### config.mk
export PLATFORM = sky130hd
export DESIGN_NAME = string_to_integer_parser
export DESIGN_NICKNAME = d
export VERILOG_FILES = /design/src/hdl/stip_pkg.sv /design/src/hdl/string_to_integer_parser.sv /design/src/hdl/stip_core.sv
export SDC_FILE = /design/constraint.sdc
export NUM_CORES = 1
export LEC_CHECK = 0
export BUFFER_PORTS_ARGS = -buffer_cell sky130_fd_sc_hd__buf_4
export CORE_MARGIN = 2
export CORE_UTILIZATION = 65
export DETAILED_ROUTE_END_ITERATION = 12
export PLACE_DENSITY = 0.8
export SETUP_SLACK_MARGIN = 0.02
export SLEW_MARGIN = 20
export SYNTH_ARGS = -nofsm -noshare
export SYNTH_HDL_FRONTEND = slang
export SYNTH_HIERARCHICAL = 1
export SYNTH_SLANG_ARGS = --single-unit
### constraint.sdc
create_clock -name clk_i -period 23 [get_ports clk_i]
set_input_delay 6.9 -clock clk_i [delete_from_list [all_inputs] [get_ports clk_i]]
set_output_delay 6.9 -clock clk_i [all_outputs]
set_load 0.01 [all_outputs]
### src/hdl/stip_pkg.sv
`timescale 1ns / 1ps

package stip_pkg;

  // Offset limit: smaller of the character limit and the 8-bit offset range
  localparam int unsigned MaxChars    = 255;
  localparam int unsigned OffsetLimit = (MaxChars < 255) ? MaxChars : 255;

  localparam logic [7:0] ChNul   = 8'h00;
  localparam logic [7:0] ChTab   = 8'h09;
  localparam logic [7:0] ChSpace = 8'h20;
  localparam logic [7:0] ChPlus  = 8'h2B;
  localparam logic [7:0] ChMinus = 8'h2D;
  localparam logic [7:0] ChZero  = 8'h30;
  localparam logic [7:0] ChNine  = 8'h39;
  localparam logic [7:0] ChUpA   = 8'h41;
  localparam logic [7:0] ChUpF   = 8'h46;
  localparam logic [7:0] ChUpX   = 8'h58;
  localparam logic [7:0] ChLowA  = 8'h61;
  localparam logic [7:0] ChLowF  = 8'h66;
  localparam logic [7:0] ChLowX  = 8'h78;

  localparam logic [4:0] BaseAuto = 5'd0;
  localparam logic [4:0] BaseOct  = 5'd8;
  localparam logic [4:0] BaseDec  = 5'd10;
  localparam logic [4:0] BaseHex  = 5'd16;
  localparam logic [4:0] NoDigit  = 5'd16;

  typedef struct packed {
    logic [63:0] value;
    logic [7:0]  end_offset;
  } result_t;

  // Digit value of a character, NoDigit when it is none
  function automatic logic [4:0] digit_of(input logic [7:0] c);
    logic [7:0] diff;
    diff = 8'h00;
    if (c >= ChZero && c <= ChNine) begin
      diff = c - ChZero;
      return diff[4:0];
    end else if (c >= ChLowA && c <= ChLowF) begin
      diff = c - ChLowA + 8'd10;
      return diff[4:0];
    end else if (c >= ChUpA && c <= ChUpF) begin
      diff = c - ChUpA + 8'd10;
      return diff[4:0];
    end
    return NoDigit;
  endfunction

endpackage

### src/hdl/string_to_integer_parser.sv
`timescale 1ns / 1ps

// Streaming signed integer parser, one character per input beat.
// Input channel: in_valid_i / in_stall_o with character_i and last_i. A string
// ends at a NUL character or at a beat with last_i set; that beat yields one
// output beat, other beats yield none.
// Output channel: out_valid_o / out_stall_i with value_o (signed 64-bit,
// wrapping) and end_offset_o (characters consumed, saturating at 255).
// cfg_we_i / cfg_wdata_i set the radix (0 = detect 0x / 0 / decimal prefix);
// write it only while no string is in flight.
// A terminating beat waits in the input register, and the character step logic
// then writes its result into the output register. Throughput is one
// character per cycle while the receiver does not stall; the accumulate step
// (64-bit value times radix plus digit) is combinational.
// Reset clears the radix to 0, the parse state and the valid bits of both registers.
// While the receiver stalls with a result waiting, the character step holds
// and in_stall_o rises once the input register is full.

module string_to_integer_parser (
  input  logic               clk_i,
  input  logic               rst_ni,
  input  logic               in_valid_i,
  output logic               in_stall_o,
  input  logic [7:0]         character_i,
  input  logic               last_i,
  output logic               out_valid_o,
  input  logic               out_stall_i,
  output logic signed [63:0] value_o,
  output logic [7:0]         end_offset_o,
  input  logic               cfg_we_i,
  input  logic [4:0]         cfg_wdata_i
);

  logic              in_valid_q;
  logic [7:0]        char_q;
  logic              last_q;
  logic [4:0]        base_q;
  logic              out_valid_q;
  stip_pkg::result_t res_q;
  stip_pkg::result_t step_res;
  logic              step_emit;
  logic              blocked;
  logic              step_en;

  assign blocked    = out_valid_q && out_stall_i;
  assign step_en    = in_valid_q && !blocked;
  assign in_stall_o = in_valid_q && blocked;

  always_ff @(posedge clk_i or negedge rst_ni) begin
    if (!rst_ni) begin
      base_q <= 5'd0;
    end else if (cfg_we_i) begin
      base_q <= cfg_wdata_i;
    end
  end

  always_ff @(posedge clk_i or negedge rst_ni) begin
    if (!rst_ni) begin
      in_valid_q <= 1'b0;
    end else if (!in_stall_o) begin
      in_valid_q <= in_valid_i;
    end
  end

  always_ff @(posedge clk_i) begin
    if (!in_stall_o && in_valid_i) begin
      char_q <= character_i;
      last_q <= last_i;
    end
  end

  stip_core u_core (
    .clk_i         (clk_i),
    .rst_ni        (rst_ni),
    .en_i          (step_en),
    .character_i   (char_q),
    .last_i        (last_q),
    .number_base_i (base_q),
    .emit_o        (step_emit),
    .result_o      (step_res)
  );

  always_ff @(posedge clk_i or negedge rst_ni) begin
    if (!rst_ni) begin
      out_valid_q <= 1'b0;
    end else if (step_emit) begin
      out_valid_q <= 1'b1;
    end else if (!out_stall_i) begin
      out_valid_q <= 1'b0;
    end
  end

  always_ff @(posedge clk_i) begin
    if (step_emit) begin
      res_q <= step_res;
    end
  end

  assign out_valid_o  = out_valid_q;
  assign value_o      = signed'(res_q.value);
  assign end_offset_o = res_q.end_offset;

endmodule

### src/hdl/stip_core.sv
`timescale 1ns / 1ps

module stip_core (
  input  logic               clk_i,
  input  logic               rst_ni,
  input  logic               en_i,
  input  logic [7:0]         character_i,
  input  logic               last_i,
  input  logic [4:0]         number_base_i,
  output logic               emit_o,
  output stip_pkg::result_t  result_o
);

  typedef enum logic [2:0] {
    PhLead    = 3'd0,
    PhPrefix  = 3'd1,
    PhZero0   = 3'd2,
    PhZero16  = 3'd3,
    PhDigits  = 3'd4,
    PhStopped = 3'd5
  } phase_e;

  localparam logic [7:0] PosLimit = 8'(stip_pkg::OffsetLimit);

  phase_e      phase_q, phase_d;
  logic        neg_q, neg_d;
  logic [4:0]  base_q, base_d;
  logic [63:0] acc_q, acc_d;
  logic [7:0]  pos_q, pos_d;
  logic [7:0]  stop_q, stop_d;

  logic        do_prefix, do_zero, run_digits, emit;
  logic [4:0]  digit;
  logic [7:0]  pos_adv;
  logic [63:0] value;
  logic [7:0]  offset;

  assign pos_adv = (pos_q < PosLimit) ? pos_q + 8'd1 : pos_q;
  assign digit   = stip_pkg::digit_of(character_i);

  always_comb begin
    phase_d    = phase_q;
    neg_d      = neg_q;
    base_d     = base_q;
    acc_d      = acc_q;
    pos_d      = pos_q;
    stop_d     = stop_q;
    do_prefix  = 1'b0;
    do_zero    = 1'b0;
    run_digits = 1'b0;

    unique case (phase_q)
      PhLead: begin
        if (character_i == stip_pkg::ChSpace || character_i == stip_pkg::ChTab) begin
          pos_d = pos_adv;
        end else if (character_i == stip_pkg::ChMinus ||
                     character_i == stip_pkg::ChPlus) begin
          neg_d   = (character_i == stip_pkg::ChMinus);
          pos_d   = pos_adv;
          phase_d = PhPrefix;
        end else begin
          do_prefix = 1'b1;
        end
      end
      PhPrefix: do_prefix = 1'b1;
      PhZero0, PhZero16: do_zero = 1'b1;
      PhDigits: run_digits = 1'b1;
      default: ;
    endcase

    // Fix the radix at the first byte after the sign; in auto mode a leading 0 defers it to the byte after
    if (do_prefix) begin
      if (number_base_i == stip_pkg::BaseAuto) begin
        if (character_i == stip_pkg::ChZero) begin
          pos_d   = pos_adv;
          phase_d = PhZero0;
        end else begin
          base_d     = stip_pkg::BaseDec;
          run_digits = 1'b1;
        end
      end else if (number_base_i == stip_pkg::BaseHex) begin
        base_d = stip_pkg::BaseHex;
        if (character_i == stip_pkg::ChZero) begin
          pos_d   = pos_adv;
          phase_d = PhZero16;
        end else begin
          run_digits = 1'b1;
        end
      end else begin
        base_d     = number_base_i;
        run_digits = 1'b1;
      end
    end

    if (do_zero) begin
      if (character_i == stip_pkg::ChLowX || character_i == stip_pkg::ChUpX) begin
        base_d  = stip_pkg::BaseHex;
        pos_d   = pos_adv;
        phase_d = PhDigits;
      end else begin
        if (phase_q == PhZero0) base_d = stip_pkg::BaseOct;
        run_digits = 1'b1;
      end
    end

    if (run_digits) begin
      phase_d = PhDigits;
      if (digit < stip_pkg::NoDigit && digit < base_d) begin
        acc_d = acc_q * {59'd0, base_d} + {59'd0, digit};
        pos_d = pos_adv;
      end else begin
        stop_d  = pos_q;
        phase_d = PhStopped;
      end
    end
  end

  assign emit   = en_i && (character_i == stip_pkg::ChNul || last_i);
  assign offset = (phase_d == PhStopped) ? stop_d : pos_d;
  assign value  = neg_d ? (64'd0 - acc_d) : acc_d;

  assign emit_o              = emit;
  assign result_o.value      = value;
  assign result_o.end_offset = offset;

  always_ff @(posedge clk_i or negedge rst_ni) begin
    if (!rst_ni) begin
      phase_q <= PhLead;
      neg_q   <= 1'b0;
      base_q  <= 5'd0;
      acc_q   <= 64'd0;
      pos_q   <= 8'd0;
      stop_q  <= 8'd0;
    end else if (emit) begin
      // string done: drop back to the start state
      phase_q <= PhLead;
      neg_q   <= 1'b0;
      base_q  <= 5'd0;
      acc_q   <= 64'd0;
      pos_q   <= 8'd0;
      stop_q  <= 8'd0;
    end else if (en_i) begin
      phase_q <= phase_d;
      neg_q   <= neg_d;
      base_q  <= base_d;
      acc_q   <= acc_d;
      pos_q   <= pos_d;
      stop_q  <= stop_d;
    end
  end

endmodule
-- Yosys cells after proc, flatten, opt, wreduce, memory -nomap -nowiden
Cells that the tools add are included.
- equal/unequal tests: 14
- $add $sub $neg: 8
- $mul: 1
- order comparisons: 9
- mux-type cells: 72
- reductions and logical operators: 20
- operators with widths (cell ; count):
    $mux W64 ; 5
    $mux W8 ; 19
    $mux W5 ; 13
    $add A64 B5 Y64 ; 1
    $mul A64 B5 Y64 ; 1
    $sub A1 B64 Y64 const A ; 1
    $mux W3 ; 13
    $eq A8 B6 Y1 const B ; 4
    $mux W1 ; 21
    $eq A8 B7 Y1 const B ; 2
    $ge A8 B7 Y1 const B ; 2
    $le A8 B7 Y1 const B ; 2
    $add A5 B4 Y5 const B ; 2
    $sub A5 B1 Y5 const B ; 2
    $logic_and A1 B1 Y1 ; 9
    $add A8 B1 Y8 const B ; 1
    $eq A8 B4 Y1 const B ; 1
    $ge A8 B6 Y1 const B ; 1
    $le A8 B6 Y1 const B ; 1
    $logic_not A8 Y1 ; 1
    $lt A8 B8 Y1 const B ; 1
    $eq A3 B2 Y1 const B ; 2
    $eq A3 B3 Y1 const B ; 2
    $eq A5 B5 Y1 const B ; 1
    other kinds (12) ; 16
- register bits after elaboration: 177
- logic and storage cells: 137
- input bits: 19
- output and inout port bits: 74

-- Longest topological paths before layout
- depth in word-level cells: 15
- mapped depth: 32
- gate-level depth less buffers: 28

-- Modules after synthesis
The synthesis kept the hierarchy.
- by module, submodules not included (module ; cells each ; area an instance (um2) ; instances):
    stip_core ; 2352 ; 18870.6 ; 1
    string_to_integer_parser ; 99 ; 2700.1 ; 1

-- Worst setup path after synthesis
Ideal clock, no wire load.
- path type: input to output
- start: input port out_stall_i
- end: output port in_stall_o
- buffers on the path: 0
- stages: 2
- arrival: 7.084 ns
- setup slack: 9.016 ns
- cell sequence: nand3_1 > inv_1
- cells in the longest elaborated chain, start to end: 2
- ends and longest elaborated chain (item ; line ; RTL):
    from (decl) ; string_to_integer_parser.sv:27 ; input logic out_stall_i,
    $logic_and A1 B1 Y1 ; string_to_integer_parser.sv:45 ; assign blocked = out_valid_q && out_stall_i;
    $logic_and A1 B1 Y1 ; string_to_integer_parser.sv:47 ; assign in_stall_o = in_valid_q && blocked;
    to (decl) ; string_to_integer_parser.sv:23 ; output logic in_stall_o,
Every way passes these cells.

-- Worst setup path after layout
Same ends and word-level chain as after synthesis.

==> impl_metrics.env <==
export IMPL_num_rows=66
export IMPL_layout_commonest_cell="inv_1"
export IMPL_clk_pin_slew_ns=0.07
export IMPL_synth_compound_area_share=0.164
export IMPL_totalWireLength_mm=62.2
export IMPL_path_cells="buf_4 -> nand3_1 -> inv_1 -> buf_4"
export IMPL_cap_violations=0
export IMPL_cts_buffer_depth=2
export IMPL_cts_tree="yes"
export IMPL_cts_hold_buf=0
export IMPL_netSwitchingPower_uw=324
export IMPL_critPathTopFamily="buffers and inverters"
export IMPL_fin_setup_tns_ns=0
export IMPL_grt_busiest_layer="met2"
export IMPL_nFillCells=2550
export IMPL_arrival_ns=7.32
export IMPL_die_w_um=186
export IMPL_synth_seq_area_share=0.224
export IMPL_syn2layout_area_growth_pct=7.07
export IMPL_leakagePower_uw=0.0108
export IMPL_cts_buffers=17
export IMPL_die_h_um=186
export IMPL_synthXorXnorAreaFrac=0.0477
export IMPL_slew_violations=0
export IMPL_syn_area_per_cell_sq_um=8.80
export IMPL_period_needed_ns=14.22
export IMPL_cts_max_level=4
export IMPL_hold_class="register to register"
export IMPL_cp_slowest_cell="buf_4"
export IMPL_peakVddDrop_mv=0.0561
export IMPL_seq_power_share=0.409
export IMPL_setup_viol=0
export IMPL_routabilityCongestion=1.00
export IMPL_detail_route_iter0_violations=1927
export IMPL_grt_use_met2=0.599
export IMPL_synthSimpleGateAreaFrac=0.211
export IMPL_worstSetupPathType="primary input to output pin"
export IMPL_yosys_mux_area_fraction=0.0280
export IMPL_cellPowerDensity_nw_per_um2=38.1
export IMPL_met1_usage=0.497
export IMPL_core_sq_um=32600
export IMPL_die_area_sq_um=34700
export IMPL_ys_async_sr_fraction=0.542
export IMPL_fin_crit_sh=0.618
export IMPL_drc=0
export IMPL_post_cts_setup_buffers=0
export IMPL_hold_viol=0
export IMPL_grt_util_met3=0.0754
export IMPL_firstDrtPassIters=7
export IMPL_finalClockSkew_ns=0.0190
export IMPL_root_buffer="clkbuf_16"
export IMPL_ys_ff_latch=177
export IMPL_cp_buffers_inverters=3
export IMPL_grt_pass1_wl_mm=99.7
export IMPL_initial_core_util=0.661
export IMPL_avgRoutedWirePerCell_um=21.4
export IMPL_max_freq_ghz=0.0703
export IMPL_end_kind="output pin"
export IMPL_synth_top_family_by_area="adder cells"
export IMPL_ys_warn_count=6
export IMPL_vias=18600
export IMPL_clk_latency_ns=0.47
export IMPL_tightest_slew_ns=1.03
export IMPL_viasPerCell=6.39
export IMPL_num_nets_final=2793
export IMPL_numPortBuffers=92
export IMPL_synth_ff_type="dfrtp_1"
export IMPL_pwr_share_comb=0.249
export IMPL_syn_instance_count=2451
export IMPL_drive_gt1_frac=0.0834
export IMPL_power_internal_uw=556
export IMPL_crit_path_max_incr_delay_ns=0.13
export IMPL_crit_top_cell="buf_4"
export IMPL_grt_pass1_vias=18900
export IMPL_grt_max_degree=68
export IMPL_placed_area_sq_um=22500
export IMPL_clock_sinks=177
export IMPL_required_ns=16.10
export IMPL_cts_resized=0
export IMPL_swShare=0.368
export IMPL_yosysUniqueCellTypes=92
export IMPL_final_cell_mix="307 x inv_1, 298 x and2_1, 183 x fa_1"
export IMPL_postRouteAntennaNets=0
export IMPL_critPathLaunchType="primary input"
export IMPL_syn_num_nets=2788
export IMPL_outcome="complete, no violations"
export IMPL_final_area_sq_um=23100
export IMPL_multi_input_area_sq_um=15100
export IMPL_relSlewSlack=0.312
export IMPL_power_frac_clock=0.342
export IMPL_antenna_found_initial=0
export IMPL_regArea_sq_um=4830
export IMPL_whs_ns=0.511
export IMPL_hpwl_mm=45.8
export IMPL_synth_adder_area_share=0.248
export IMPL_grt_overflow=0
export IMPL_worstPathMaxFanout=3
export IMPL_io_pins=93
export IMPL_grt_total_usage=0.371
export IMPL_total_power_uw=880
export IMPL_syn_area_sq_um=21600
export IMPL_synth_edf_count=81
export IMPL_rsz0062_at_grt="false"
[registers in the layout (all words and copies together), names as in the netlist, 3 cells and up]
register / count
u_core/pos_q: 8
end_offset_o: 8
u_core/acc_q: 64
u_core/base_q: 5
u_core/stop_q: 8
u_core/phase_q: 3
char_q: 8
base_q: 5
value_o: 64
[routing by layer]
metal / part of all wire / routed length (um)
met5: 0 / 0
met3: 0.083 / 5140
met4: 0.037 / 2300
met2: 0.46 / 28700
met1: 0.42 / 26100
[layout make-up]
class / count / area share
Multi-Input combinational cell: 1841 / 0.655
Sequential cell: 177 / 0.209
Inverter: 308 / 0.0501
Timing Repair Buffer: 111 / 0.0361
Tap cell: 442 / 0.0239
Clock buffer: 19 / 0.0197
Clock inverter: 13 / 0.00580
Antenna cell: 1 / 0.000108
[power groups by stage]
stage | clock (uW) | combinational [uW] | sequential (uW)
floorplan | 0 | 124 | 365
global placement | 0 | 207 | 366
detailed placement | 0 | 211 | 367
CTS | 303 | 212 | 360
global route | 317 | 233 | 362
finish | 301 | 219 | 360
[synthesized netlist by cell type, drive strengths merged (15+ instances only)]
cell type | count | area [sq um]
and3 | 19 | 119
nor4 | 18 | 119
fa | 183 | 3660
clkbuf | 106 | 400
inv | 308 | 1160
xnor2 | 60 | 526
ha | 135 | 1690
a21o | 30 | 225
o31ai | 30 | 245
xor2 | 55 | 482
nand2 | 140 | 528
and2 | 298 | 1860
nand4 | 25 | 163
mux2i | 48 | 480
buf | 19 | 100
or3 | 23 | 144
nor3 | 49 | 250
a21oi | 114 | 571
nand2b | 15 | 93.8
nor2 | 135 | 514
o2bb2ai | 40 | 350
o21ai | 121 | 606
a31oi | 20 | 125
nand3 | 39 | 200
or2 | 15 | 93.8
edfxtp | 81 | 2430
dfrtp | 96 | 2400
a22o | 36 | 315
[stage by stage]
stage / utilization / instances / worst slack, ns
2_1_floorplan: - / 2451 / 9.02
3_3_place_gp: 0.690 / 2879 / 8.79
3_5_place_dp: 0.690 / 2879 / 8.78
4_1_cts: 0.708 / 2911 / 8.78
5_1_grt: 0.708 / 2911 / 8.74
6_report: 0.708 / 2912 / 8.78
[worst paths after layout]
kind,from,to,slack (ns),cells after the start
setup / recovery,out_stall_i,in_stall_o,8.78,4
hold / removal,u_core/base_q[4],u_core/base_q[4],0.51,1
setup reg to reg,char_q[1],value_o[56],13.73,27
hold reg to reg,u_core/base_q[4],u_core/base_q[4],0.51,1
max in group asynchronous,rst_ni,u_core/acc_q[13],15.30,2
min in group asynchronous,rst_ni,u_core/acc_q[52],6.37,1
[cells by family after synthesis]
| family | after synthesis |
|---|---|
| and+or+nand+nor | 829 |
| xor gates and xnor gates | 116 |
| AOI/OAI and AO/OA | 519 |
| muxes | 59 |
| adders and majority gates | 318 |
| buffers and inverters | 433 |
| DFF | 177 |
Power figures use the tool's default switching activity.
